File: src/design/text_tab_expander_line_splitter_top_macros.svh
// Assertion macros used by the text normalizer RTL.
`ifndef TEXT_TAB_EXPANDER_LINE_SPLITTER_TOP_MACROS_SVH
`define TEXT_TAB_EXPANDER_LINE_SPLITTER_TOP_MACROS_SVH

`ifndef ASSERT_OFF
// Same-cycle implication, disabled while reset is high.
`define ASSERT_IMPLIES(label, clock, reset, ante, cons) \
  label: assert property (@(posedge clock) disable iff (reset) (ante) |-> (cons)) \
    else $error("assertion failed");
// Next-cycle implication, disabled while reset is high.
`define ASSERT_NEXT(label, clock, reset, ante, cons) \
  label: assert property (@(posedge clock) disable iff (reset) (ante) |=> (cons)) \
    else $error("assertion failed");
`else
`define ASSERT_IMPLIES(label, clock, reset, ante, cons)
`define ASSERT_NEXT(label, clock, reset, ante, cons)
`endif

`endif

File: src/design/txtexp_pkg.sv
// Types and character constants for the text normalizer.
`default_nettype none

package txtexp_pkg;

  localparam int CHAR_WIDTH  = 21;
  localparam int FIELD_WIDTH = 16;

  // Result kinds
  localparam logic [1:0] KIND_CHAR     = 2'd0;
  localparam logic [1:0] KIND_LINE_END = 2'd1;
  localparam logic [1:0] KIND_RESTART  = 2'd2;
  localparam logic [1:0] KIND_SUMMARY  = 2'd3;

  // Control characters of interest
  localparam logic [CHAR_WIDTH-1:0] CH_BEL   = 21'h07;
  localparam logic [CHAR_WIDTH-1:0] CH_BS    = 21'h08;
  localparam logic [CHAR_WIDTH-1:0] CH_TAB   = 21'h09;
  localparam logic [CHAR_WIDTH-1:0] CH_LF    = 21'h0A;
  localparam logic [CHAR_WIDTH-1:0] CH_VT    = 21'h0B;
  localparam logic [CHAR_WIDTH-1:0] CH_FF    = 21'h0C;
  localparam logic [CHAR_WIDTH-1:0] CH_CR    = 21'h0D;
  localparam logic [CHAR_WIDTH-1:0] CH_SPACE = 21'h20;

  // Tab stops every 8 columns
  localparam logic [3:0] TAB_STOP = 4'd8;

  typedef struct packed {
    logic [CHAR_WIDTH-1:0] code_unit;
    logic                  end_of_text;
  } item_t;

  typedef struct packed {
    logic [CHAR_WIDTH-1:0]  out_char;
    logic [1:0]             kind;
    logic [FIELD_WIDTH-1:0] line_count;
    logic [FIELD_WIDTH-1:0] max_line_length;
    logic                   last;
  } result_t;

endpackage

`default_nettype wire

File: src/design/text_tab_expander_line_splitter_top.sv
// Text normalizer: tab expansion, control stripping, line and summary markers.
//
// Input channel item_*: one code unit (or an end-of-text mark) per transaction.
// Output channel result_*: characters, line-end, restart and summary markers;
// the last flag closes the results caused by one input transaction.
// An accepted transaction passes through the item register and then, through
// logic, the result register. The item register takes one input per cycle
// while the receiver accepts results; a tab holds it while it emits
// 8 - (column mod 8) spaces, one space per cycle. BEL, BS, VT and FF leave
// with no result.
// A carriage return yields one restart marker and clears all counters; end
// of text yields one summary and clears them too.
// Reset (synchronous, active high) empties both registers and zeroes the
// column, line length, longest line and newline counters.
// When the receiver stalls, the result register holds and the item register
// keeps any transaction that has a result to give, so item_ready drops until
// result_ready returns; item_ready also depends combinationally on result_ready.
`default_nettype none

`include "text_tab_expander_line_splitter_top_macros.svh"

module text_tab_expander_line_splitter_top #(
  parameter int COUNT_WIDTH = 16
) (
  input  wire logic                clk,
  input  wire logic                rst,
  input  wire logic                item_valid,
  output logic                     item_ready,
  input  wire txtexp_pkg::item_t   item_data,
  output logic                     result_valid,
  input  wire logic                result_ready,
  output txtexp_pkg::result_t      result_data
);

  import txtexp_pkg::*;

  localparam logic [COUNT_WIDTH-1:0] COUNT_MAX = '1;

  // Item register
  logic  a_valid;
  item_t a_item;

  // Tab expansion progress
  logic       tab_active;
  logic [2:0] tab_left;

  // Running state
  logic [2:0]             column_phase;
  logic [COUNT_WIDTH-1:0] line_length;
  logic [COUNT_WIDTH-1:0] longest_line;
  logic [COUNT_WIDTH-1:0] newline_count;

  // Decode
  logic is_eot, is_cr, is_lf, is_drop, is_tab;
  logic [CHAR_WIDTH-1:0] cu;
  logic can_emit, fire, first_fire, a_done;
  logic [3:0] tab_count;
  result_t res;

  logic [COUNT_WIDTH:0]   ll_sum;
  logic [COUNT_WIDTH-1:0] ll_add;
  logic [COUNT_WIDTH:0]   nl_sum;
  logic [COUNT_WIDTH-1:0] nl_inc;
  logic [COUNT_WIDTH-1:0] longest_now;
  logic [31:0]            nl_ext, longest_ext;

  assign cu      = a_item.code_unit;
  assign is_eot  = a_item.end_of_text;
  assign is_cr   = !is_eot && (cu == CH_CR);
  assign is_lf   = !is_eot && (cu == CH_LF);
  assign is_tab  = !is_eot && (cu == CH_TAB);
  assign is_drop = !is_eot &&
                   ((cu == CH_BEL) || (cu == CH_BS) || (cu == CH_VT) || (cu == CH_FF));

  assign tab_count = TAB_STOP - {1'b0, column_phase};

  // Saturating counters
  assign ll_sum = {1'b0, line_length} +
                  (is_tab ? (COUNT_WIDTH+1)'(tab_count) : (COUNT_WIDTH+1)'(1));
  assign ll_add = ll_sum[COUNT_WIDTH] ? COUNT_MAX : ll_sum[COUNT_WIDTH-1:0];
  assign nl_sum = {1'b0, newline_count} + (COUNT_WIDTH+1)'(1);
  assign nl_inc = nl_sum[COUNT_WIDTH] ? COUNT_MAX : nl_sum[COUNT_WIDTH-1:0];
  assign longest_now = (line_length > longest_line) ? line_length : longest_line;
  assign nl_ext      = 32'(nl_inc);
  assign longest_ext = 32'(longest_now);

  // Result formed from the held item and current state
  always_comb begin
    res                 = '0;
    res.last            = 1'b1;
    if (is_eot) begin
      res.kind            = KIND_SUMMARY;
      res.line_count      = nl_ext[FIELD_WIDTH-1:0];
      res.max_line_length = longest_ext[FIELD_WIDTH-1:0];
    end else if (is_cr) begin
      res.kind = KIND_RESTART;
    end else if (is_lf) begin
      res.kind = KIND_LINE_END;
    end else if (is_tab) begin
      res.kind     = KIND_CHAR;
      res.out_char = CH_SPACE;
      res.last     = tab_active ? (tab_left == 3'd1) : (tab_count == 4'd1);
    end else begin
      res.kind     = KIND_CHAR;
      res.out_char = cu;
    end
  end

  assign can_emit   = !result_valid || result_ready;
  assign fire       = a_valid && !is_drop && can_emit;
  assign first_fire = fire && !tab_active;
  assign a_done     = a_valid && (is_drop || (fire && res.last));
  assign item_ready = !a_valid || a_done;

  // Registers and state
  always_ff @(posedge clk) begin
    if (rst) begin
      a_valid       <= 1'b0;
      tab_active    <= 1'b0;
      tab_left      <= '0;
      column_phase  <= '0;
      line_length   <= '0;
      longest_line  <= '0;
      newline_count <= '0;
      result_valid  <= 1'b0;
    end else begin
      // item register
      if (item_valid && item_ready) begin
        a_valid <= 1'b1;
        a_item  <= item_data;
      end else if (a_done) begin
        a_valid <= 1'b0;
      end

      // tab space counter
      if (fire && is_tab) begin
        if (!tab_active) begin
          if (tab_count != 4'd1) begin
            tab_active <= 1'b1;
            tab_left   <= 3'(tab_count - 4'd1);
          end
        end else begin
          tab_left <= tab_left - 3'd1;
          if (tab_left == 3'd1) tab_active <= 1'b0;
        end
      end

      // state update once per item that emits a result
      if (first_fire) begin
        if (is_eot || is_cr) begin
          column_phase  <= '0;
          line_length   <= '0;
          longest_line  <= '0;
          newline_count <= '0;
        end else if (is_lf) begin
          longest_line  <= longest_now;
          newline_count <= nl_inc;
          line_length   <= '0;
          column_phase  <= '0;
        end else if (is_tab) begin
          line_length  <= ll_add;
          column_phase <= '0;
        end else begin
          line_length  <= ll_add;
          column_phase <= column_phase + 3'd1;
        end
      end

      // result register
      if (fire) begin
        result_valid <= 1'b1;
      end else if (result_ready) begin
        result_valid <= 1'b0;
      end
    end
  end

  always_ff @(posedge clk) begin
    if (fire) result_data <= res;
  end

  // Checks
  `ASSERT_IMPLIES(a_tab_held, clk, rst, tab_active, a_valid && is_tab)
  `ASSERT_IMPLIES(a_tab_left_range, clk, rst, tab_active, tab_left != 3'd0)
  `ASSERT_NEXT(a_restart_clears, clk, rst, fire && is_cr,
               line_length == '0 && newline_count == '0 && column_phase == '0)
  `ASSERT_IMPLIES(a_marker_no_char, clk, rst,
                  result_valid && result_data.kind != KIND_CHAR,
                  result_data.out_char == '0)

endmodule

`default_nettype wire
File: config.mk
export PLATFORM = sky130hd
export DESIGN_NAME = text_tab_expander_line_splitter_top
export DESIGN_NICKNAME = d
export VERILOG_FILES = /design/src/design/txtexp_pkg.sv /design/src/design/text_tab_expander_line_splitter_top.sv
export VERILOG_INCLUDE_DIRS = /design/src /design/src/design
export SDC_FILE = /design/constraint.sdc
export NUM_CORES = 1
export LEC_CHECK = 0
export BUFFER_PORTS_ARGS = -buffer_cell sky130_fd_sc_hd__buf_2
export CAP_MARGIN = 20
export CORE_MARGIN = 2
export CORE_UTILIZATION = 52
export DETAILED_ROUTE_END_ITERATION = 6
export PLACE_DENSITY = 0.76
export SLEW_MARGIN = 20
export SYNTH_ARGS = -nofsm -noshare
export SYNTH_HDL_FRONTEND = slang
export SYNTH_SLANG_ARGS = --single-unit
File: constraint.sdc
create_clock -name clk -period 3.7 [get_ports clk]
set_input_delay 0.185 -clock clk [delete_from_list [all_inputs] [get_ports clk]]
set_output_delay 0.185 -clock clk [all_outputs]
set_load 0.01 [all_outputs]
==> flow_metrics.py, run 1 <==
metrics = {
    "detailed_routing": {
        "drc": 0,
        "routed_wl_um": 14600,
        "drt_iter0_drc": 403,
        "wl_per_cell_um": 16.1,
        "viasPerCell": 5.79,
        "ant_nets": 0,
        "first_pass_iters": 5,
        "vias": 5252,
    },
    "sta": {
        "finalCritPeriodShare_pct": 94.7,
        "max-slew-margin-rel_pct": 36.1,
        "rsz0062_at_grt": "no",
        "fin_crit_ns": 3.50,
        "hold_viol": 0,
        "report.final.slew_viol_count": 0,
        "fmax_mhz": 285,
        "finalSetupViolCount": 0,
        "finalSetupTns_ns": 0,
        "holdWs_ns": 0.0295,
        "finClkSkew_ns": 0.00811,
        "max_slew.worst_pin.slew_ns": 0.957,
    },
    "yosys": {
        "async_flop_share_pct": 0,
        "yosysTopAreaCell": "edfxtp_1",
        "synth_common_cells": "edfxtp_1 (78), a21oi_1 (77), dfxtp_1 (57), nand3_1 (40), o21ai_0 (37)",
        "ys.flop_type": "edfxtp_1",
        "postSynthAreaPerCell_um2": 10.5,
        "syn-num-nets": 673,
        "synth.area.top_cells": "edfxtp_1 (36%), dfxtp_1 (18%), a21oi_1 (5.9%), ha_1 (4.8%), nand3_1 (3.1%)",
        "synth.most_common_cell": "edfxtp_1",
        "ys_seq_area_share_pct": 53.6,
        "synth-seq-cells": 135,
        "synth_cells": 621,
        "synth_cell_types": 65,
        "post-synth-top-area-fraction_pct": 36.1,
        "yosysWarningCount": 0,
        "netlist_area_um2": 6490,
        "synth_edf_count": 78,
    },
    "worst_hold_path": {
        "worstHoldStart": "item_valid",
        "holdPathStages": 3,
        "worstHoldPathType": "in2reg",
    },
    "layout": {
        "design_area_um2": 7930,
        "antenna_cells": 0,
        "drive_gt1_share_pct": 21.9,
        "layoutNonFillerInstCount": 907,
        "syn2layout_area_growth_pct": 22.2,
        "nets": 778,
    },
    "cts": {
        "cts.sinks": 135,
        "cts_tree": "yes",
        "cts_buffer_depth": 2,
        "path_clk_slew_ns": 0.06,
        "cts_buffers": 17,
        "post_cts_buffers": 0,
        "root_buffer": "clkbuf_16",
        "clk_latency_ns": 0.42,
        "cts.htree.levels": 4,
    },
    "global_route": {
        "grt_pass1_wl_um": 24200,
        "grt-ovfl-total": 0,
        "track_usage_pct": 23.1,
        "first_global_vias": 5080,
        "antenna_found_initial": 0,
        "grt_max_degree": 43,
    },
    "floorplanning": {
        "coreArea_um2": 12100,
        "die_w_um": 116,
        "core.rowCount": 40,
        "die_h_um": 116,
        "ios": 84,
        "start_util_pct": 53.6,
        "die-area_um2": 13400,
    },
    "worst_setup_path": {
        "reg2reg_from": "cu[15]$_DFFE_PP_",
        "timing.critical_path.from_type": "register",
        "critical_path_class": "reg2reg",
        "rr_worst_depth": 12,
        "crit_start": "cu[15]$_DFFE_PP_",
        "crit_path_end_kind": "register",
        "worst_ep_required_time_ns": 3.98,
        "cp_max_fo": 7,
        "cp.arrival_ns": 3.78,
    },
    "pwr": {
        "ir_drop_v": 0.000327,
        "power_density_nw_per_um2": 478,
        "power.leakage_nw": 3.04,
        "finalPower_w": 0.00379,
    },
    "placed_design": {
        "placed_cell_area_um2": 7070,
        "port-buffer-count": 83,
        "dp_cells": 853,
        "dp_hpwl_um": 9650,
        "place.gp.congestion": 0.898,
    },
    "run_status": {
        "status": "completed",
    },
    "run": {
        "maxCapViolations": 0,
    },
}
==> layout make-up <==
type | count | area, µm²
Inverter | 33 | 124
Timing Repair Buffer | 115 | 711
Multi-Input combinational cell | 424 | 2770
Clock buffer | 20 | 458
Sequential cell | 135 | 3480
Tap cell | 168 | 210
Fill cell | 946 | 4180
Clock inverter | 12 | 175
==> power breakdown <==
part,switching [W],internal (W)
combinational,0.000186,0.000109
sequential,0.0000264,0.00167
clock,0.000628,0.00116
==> stage by stage <==
| stage | util, % | setup slack (ns) |
|---|---|---|
| 6_report | 65.5 | 0.195 |
| 3_3_place_gp | 58.4 | 0.254 |
| 2_1_floorplan | - | 0.272 |
| 4_1_cts | 65.4 | 0.113 |
| 5_1_grt | 65.5 | 0.00926 |
| 3_5_place_dp | 58.4 | 0.141 |
==> per-layer routing <==
layer / global-route usage, % / share of wire [%]
met2: 39.2 / 51
met3: 5.81 / 4.1
met4: 9.29 / 1.9
met1: 28.2 / 43
met5: 0 / 0
==> flip-flops by register name (all words and copies together), names as in the netlist <==
register,cells
result_data,56
tab_active,1
a_valid,1
tab_left,3
cu,21
longest_line,16
newline_count,16
result_valid,1
column_phase,3
is_eot,1
line_length,16
==> layout by cell type (no fill, tap or decap), types with 16 or more instances in the layout <==
cell,instances
a21oi_1,77
a22o_2,16
and2_1,24
buf_2,83
clkbuf_16,18
dfxtp_1,57
dlygate4sd3_1,22
edfxtp_1,78
ha_1,25
inv_1,33
nand2_1,29
nand3_1,40
nor2_1,32
o21ai_0,37
==> path summary, 6_finish.rpt <==
check / to / slack [ns]
setup / recovery: line_length[5]$_SDFFE_PP0P_ / 0.20
hold / removal: a_valid$_SDFFE_PP0P_ / 0.03
setup reg to reg: line_length[5]$_SDFFE_PP0P_ / 0.20
hold reg to reg: tab_left[2]$_SDFFE_PP0P_ / 0.48
==> logic make-up (layout without fill, tap and decap cells) <==
| group | after synthesis | count (layout) | synth area share, % |
|---|---|---|---|
| multiplexers | 3 | 3 | 0.462 |
| buffers and inverters | 62 | 180 | 4.01 |
| flip-flops | 135 | 135 | 53.6 |
| adder cells (fa/ha/maj) | 26 | 26 | 5.13 |
| AND/OR/NAND/NOR | 194 | 194 | 16.1 |
| XOR/XNOR | 10 | 10 | 1.35 |
| AO/OA/AOI/OAI | 191 | 191 | 19.3 |
==> critical path: stages, from the launching register on <==
cell and delay, ns:
edfxtp_1 0.38, or4_1 0.60, nor4_2 0.25, and4_2 0.29
nand2_1 0.07, ha_1 0.22, fa_1 0.41, a21o_1 0.20
a21o_1 0.25, a31oi_1 0.29, nand3_1 0.12, a21oi_1 0.20
nor3_1 0.06
==> timing repair <==
| action | in CTS | in global routing |
|---|---|---|
| endpoints found under the hold margin | 22 | 0 |
| setup endpoints to repair | 0 | 4 |
| resized for setup | 0 | 1 |
| hold buffers | 22 | 0 |
Power figures use the tool's default switching activity.
==> run 2, diff against run 1 <==
--- a/config.mk
+++ b/config.mk
@@ -9,7 +9,7 @@
 export BUFFER_PORTS_ARGS = -buffer_cell sky130_fd_sc_hd__buf_2
 export CAP_MARGIN = 20
 export CORE_MARGIN = 2
-export CORE_UTILIZATION = 52
+export CORE_UTILIZATION = 55
 export DETAILED_ROUTE_END_ITERATION = 6
 export PLACE_DENSITY = 0.76
 export SLEW_MARGIN = 20
==> constraint.sdc (replaced) <==
create_clock -name clk -period 4.2 [get_ports clk]
set_input_delay 0.21 -clock clk [delete_from_list [all_inputs] [get_ports clk]]
set_output_delay 0.21 -clock clk [all_outputs]
set_load 0.01 [all_outputs]
==> flow_metrics.py, run 2 (synthesis gave the netlist of run 1 again) <==
metrics = {
    "layout": {
        "design_area_um2": 7820,
        "mostFrequentLayoutCells": "buf_2 (83), edfxtp_1 (78), a21oi_1 (77), dfxtp_1 (57), nand3_1 (40)",
        "nets": 776,
        "largest-register": "result_data",
        "largest_reg_flops": 56,
        "syn2layout_area_growth_pct": 20.4,
        "final_common_cell": "buf_2",
        "drive_gt1_share_pct": 21.7,
        "antenna_cells": 0,
    },
    "sta": {
        "fmax_mhz": 268,
        "fin_crit_ns": 3.74,
        "finClkSkew_ns": 0.0127,
        "worst_slack_ns": 0.463,
        "holdWs_ns": 0.0736,
        "finalSetupTns_ns": 0,
        "report.final.slew_viol_count": 0,
        "finalSetupViolCount": 0,
        "hold_viol": 0,
        "max-slew-margin-rel_pct": 34.7,
        "finalCritPeriodShare_pct": 89.0,
        "rsz0062_at_grt": "no",
        "max_slew.worst_pin.slew_ns": 0.979,
    },
    "detailed_routing": {
        "first_pass_iters": 6,
        "vias": 5273,
        "routed_wl_um": 15300,
        "drt_iter0_drc": 363,
        "ant_nets": 0,
        "wl_per_cell_um": 17.4,
        "viasPerCell": 5.99,
        "drc": 0,
    },
    "cts": {
        "cts.htree.levels": 4,
        "path_clk_slew_ns": 0.06,
        "cts.sinks": 135,
        "post_cts_buffers": 0,
        "root_buffer": "clkbuf_16",
        "cts_tree": "yes",
        "clk_latency_ns": 0.42,
        "cts_buffer_depth": 2,
        "cts_buffers": 17,
    },
    "worst_setup_path": {
        "r2r_slack_ns": 0.46,
        "cp.arrival_ns": 4.01,
        "timing.critical_path.from_type": "register",
        "critical_path_class": "reg2reg",
        "crit_path_end_kind": "register",
        "rr_worst_depth": 12,
        "reg2reg_to": "line_length[13]$_SDFFE_PP0P_",
        "reg2reg_from": "cu[15]$_DFFE_PP_",
        "worst_ep_required_time_ns": 4.47,
        "cp_max_fo": 7,
    },
    "placed_design": {
        "placed_cell_area_um2": 7020,
        "port-buffer-count": 83,
        "dp_hpwl_um": 9850,
        "place.gp.congestion": 0.887,
        "pre_cts_slack_ns": 0.551,
    },
    "worst_hold_path": {
        "worstHoldPathType": "in2reg",
        "worstHoldStart": "item_valid",
        "holdPathStages": 3,
        "hold_end": "a_valid$_SDFFE_PP0P_",
    },
    "floorplanning": {
        "coreArea_um2": 11500,
        "ios": 84,
        "core.rowCount": 39,
        "die_w_um": 113,
        "start_util_pct": 56.6,
        "die-area_um2": 12700,
        "die_h_um": 113,
    },
    "global_route": {
        "antenna_found_initial": 0,
        "grt-ovfl-total": 0,
        "grt_pass1_wl_um": 24900,
        "track_usage_pct": 24.7,
        "first_global_vias": 5285,
        "grt_max_degree": 57,
    },
    "pwr": {
        "power_density_nw_per_um2": 407,
        "ir_drop_v": 0.000404,
        "power.leakage_nw": 3.00,
        "finalPower_w": 0.00318,
    },
    "run": {
        "maxCapViolations": 0,
    },
    "run_status": {
        "status": "completed",
    },
}
-- run 2: cell count changes in the layout (fill, tap and decap cells not counted) --
| cell | change |
|---|---|
| inv_6 | +4 |
| bufinv_16 | -3 |
| buf_4 | -2 |
| clkbuf_1 | -2 |
| clkinv_2 | -2 |
| clkinv_4 | +2 |
| clkbuf_16 | -1 |
| clkinvlp_4 | +1 |
| inv_8 | +1 |
| nor2_1 | +1 |
| nor2_2 | -1 |
| nor4_1 | +1 |
| nor4_2 | -1 |
-- run 2: layout make-up --
class,instances,area [µm²]
clock buffer,17,425
clock inverter,15,146
fill,843,3650
inverter,33,124
multi-input combinational,424,2760
sequential,135,3480
tap,143,179
timing repair buffer,113,696
-- run 2: how the worst max path moves through the flow --
stage / startpoint / end / cells after the start
after floorplan: cu[5]$_DFFE_PP_ / cu[0]$_DFFE_PP_ / 6
after global placement: cu[15]$_DFFE_PP_ / line_length[13]$_SDFFE_PP0P_ / 12
after detailed placement: cu[15]$_DFFE_PP_ / line_length[5]$_SDFFE_PP0P_ / 12
after CTS: cu[15]$_DFFE_PP_ / line_length[5]$_SDFFE_PP0P_ / 12
after global routing: cu[14]$_DFFE_PP_ / line_length[11]$_SDFFE_PP0P_ / 12
final: cu[15]$_DFFE_PP_ / line_length[13]$_SDFFE_PP0P_ / 12
-- run 2: routing by layer --
metal / global-route usage, % / vias up / part of all wire, %
met2: 42.1 / 207 / 52
li1: - / 2522 / -
met5: 0 / - / 0
met4: 10.2 / 0 / 1.7
met1: 29.5 / 2524 / 40
met3: 7.02 / 20 / 6.8
-- run 2: power by group --
| part | leakage (nW) | switching (W) | total (W) | internal, W |
|---|---|---|---|---|
| clock network | 0.269 | 0.000597 | 0.00142 | 0.000826 |
| logic | 1.49 | 0.000163 | 0.000259 | 0.0000955 |
| registers | 1.23 | 0.0000260 | 0.00150 | 0.00148 |
-- run 2: timing repair --
item	4_1_cts	5_1_grt
hold buffers	22	0
endpoints found under the hold margin	22	0
resized for setup	0	0
-- run 2: stage by stage --
stage,utilization (%),instances
6_report,68.2,880
5_1_grt,68.2,880
4_1_cts,68.2,880
3_5_place_dp,61.3,826
3_3_place_gp,61.3,826
2_1_floorplan,-,621
-- run 2: critical path, cell delays in order, from the launching register on --
cell and delay, ns:
edfxtp_1 0.38, or4_1 0.58, nor4_1 0.36, and4_2 0.40
nand2_1 0.10, ha_1 0.23, fa_1 0.41, a21o_1 0.20
a21o_1 0.24, a31oi_1 0.33, nand3_1 0.14, a21oi_1 0.17
nor3_1 0.05
==> run 3, diff against run 2 <==
--- a/config.mk
+++ b/config.mk
@@ -10,6 +10,8 @@
 export CAP_MARGIN = 20
 export CORE_MARGIN = 2
 export CORE_UTILIZATION = 55
+export CTS_BUF_LIST = sky130_fd_sc_hd__clkbuf_2
+export CTS_CLUSTER_SIZE = 16
 export DETAILED_ROUTE_END_ITERATION = 6
 export PLACE_DENSITY = 0.76
 export SLEW_MARGIN = 20
==> flow_metrics.py, run 3 (synthesis gave the netlist of run 1 again) <==
metrics = {
    "run_status": {
        "status": "completed",
    },
    "worst_setup_path": {
        "cp_slowest_stage_delay_ns": 0.58,
        "crit_start": "cu[15]$_DFFE_PP_",
        "worst_ep_required_time_ns": 4.84,
        "rr_worst_depth": 12,
        "crit_path_end_kind": "register",
        "cp_num_buf_inv": 0,
        "cp_max_fo": 7,
        "timing.critical_path.from_type": "register",
        "slowest_stage": "or4_1",
        "reg2reg_from": "cu[15]$_DFFE_PP_",
        "worstPathCellList": "or4_1 -> nor4_1 -> and4_2 -> nand2_1 -> ha_1 -> fa_1 -> a21o_1 -> a21o_1 -> a31oi_1 -> nand3_1 -> a21oi_1 -> nor3_1",
        "cp_top_family": "simple AND/OR/NAND/NOR gates",
        "critPathMostFrequentCell": "a21o_1",
        "critical_path_cell_count": 12,
        "reg2reg_to": "line_length[13]$_SDFFE_PP0P_",
        "critical_path_class": "reg2reg",
        "crit_path_end": "line_length[13]$_SDFFE_PP0P_",
        "r2r_slack_ns": 0.42,
        "cp.arrival_ns": 4.42,
    },
    "floorplanning": {
        "die_w_um": 113,
        "die-area_um2": 12700,
        "die_h_um": 113,
        "start_util_pct": 56.6,
        "coreArea_um2": 11500,
        "ios": 84,
        "core.rowCount": 39,
    },
    "detailed_routing": {
        "viasPerCell": 5.89,
        "wl_per_cell_um": 16.8,
        "vias": 5217,
        "first_pass_iters": 5,
        "ant_nets": 0,
        "drt_iter0_drc": 316,
        "routed_wl_um": 14800,
        "drc": 0,
    },
    "worst_hold_path": {
        "holdPathStages": 2,
        "worstHoldPathType": "in2reg",
    },
    "cts": {
        "cts_tree": "yes",
        "path_clk_slew_ns": 0.23,
        "cts.htree.levels": 4,
        "ctsResizeCount": 0,
        "cts_buffers": 17,
        "cts.sinks": 135,
        "clk_latency_ns": 0.75,
        "cts_buffer_depth": 2,
        "post_cts_buffers": 0,
        "root_buffer": "clkbuf_2",
    },
    "global_route": {
        "antenna_found_initial": 0,
        "grt-ovfl-total": 0,
        "track_usage_pct": 24.3,
        "grt_max_degree": 57,
        "first_global_vias": 5191,
        "grt_pass1_wl_um": 24400,
    },
    "sta": {
        "max_slew.worst_pin.slew_ns": 0.960,
        "max-slew-margin-rel_pct": 35.9,
        "finalSetupTns_ns": 0,
        "fmax_mhz": 265,
        "rsz0062_at_grt": "no",
        "fin_crit_ns": 3.78,
        "hold_viol": 0,
        "finalCritPeriodShare_pct": 90.0,
        "report.final.slew_viol_count": 0,
        "worst_slack_ns": 0.421,
        "finalSetupViolCount": 0,
        "finClkSkew_ns": 0.0321,
    },
    "layout": {
        "antenna_cells": 0,
        "largest_reg_flops": 56,
        "mostFrequentLayoutCells": "buf_2 (83), edfxtp_1 (78), a21oi_1 (77), dfxtp_1 (57), nand3_1 (40)",
        "syn2layout_area_growth_pct": 15.9,
        "layoutNonFillerInstCount": 885,
        "drive_gt1_share_pct": 21.6,
        "utilization_pct": 65.6,
        "fillers": 890,
        "design_area_um2": 7530,
        "nets": 781,
        "final_common_cell": "buf_2",
        "largest-register": "result_data",
    },
    "pwr": {
        "power.leakage_nw": 2.88,
        "power_density_nw_per_um2": 335,
        "ir_drop_v": 0.000424,
    },
    "placed_design": {
        "dp_cells": 826,
        "placed_cell_area_um2": 7020,
        "place.gp.congestion": 0.887,
        "dp_hpwl_um": 9850,
        "pre_cts_slack_ns": 0.551,
        "port-buffer-count": 83,
    },
    "run": {
        "maxCapViolations": 0,
    },
}
==> run 3: where the power goes <==
group | switching (W) | leakage [nW] | total [W] | internal [W]
Combinational | 0.000163 | 1.52 | 0.000262 | 0.0000992
Sequential | 0.0000256 | 1.23 | 0.00150 | 0.00147
Clock | 0.000530 | 0.130 | 0.000757 | 0.000227
Total | 0.000719 | 2.88 | 0.00252 | 0.00180
==> run 3: worst min-delay path by stage <==
stage                              from               end
after detailed placement   item_data[0]  is_eot$_DFFE_PP_
after floorplan            item_data[1]   cu[0]$_DFFE_PP_
after global routing      item_data[18]  cu[17]$_DFFE_PP_
after CTS                 item_data[16]  cu[15]$_DFFE_PP_
after global placement    item_data[13]  cu[12]$_DFFE_PP_
final                     item_data[18]  cu[17]$_DFFE_PP_
==> run 3: cell type report <==
type / count / area (µm²) / area share, %
Inverter: 33 / 124 / 1.65
Sequential cell: 135 / 3480 / 46.3
Clock inverter: 15 / 146 / 1.95
Clock buffer: 17 / 85.1 / 1.13
Tap cell: 143 / 179 / 2.38
Timing Repair Buffer: 118 / 746 / 9.91
Multi-Input combinational cell: 424 / 2760 / 36.7
==> run 3: what timing repair did <==
action,in CTS,in global routing
hold buffers,27,0
endpoints found under the hold margin,40,0
endpoints found under the setup margin,0,0
==> run 3: worst register-to-register path: cells and delay by family, from the launching register on <==
family	cells	cell delay [ns]
DFF	1	0.44
and+or+nand+nor	6	1.64
AOI/OAI and AO/OA	4	0.95
adders and majority gates	2	0.64
==> run 3: per-stage QoR <==
step | hold WS [ns] | power, W
2_1_floorplan | 0.309 | 0.00167
3_3_place_gp | 0.387 | 0.00176
3_5_place_dp | 0.388 | 0.00177
4_1_cts | 0.0926 | 0.00253
5_1_grt | 0.0719 | 0.00261
6_report | 0.147 | 0.00252
==> run 3: routing by layer <==
layer	track usage, %	wire length, µm	up-vias
met4	10.6	228	0
li1	-	-	2531
met2	40.3	7570	184
met3	7.40	865	23
met1	29.4	6170	2479
met5	0	0	-
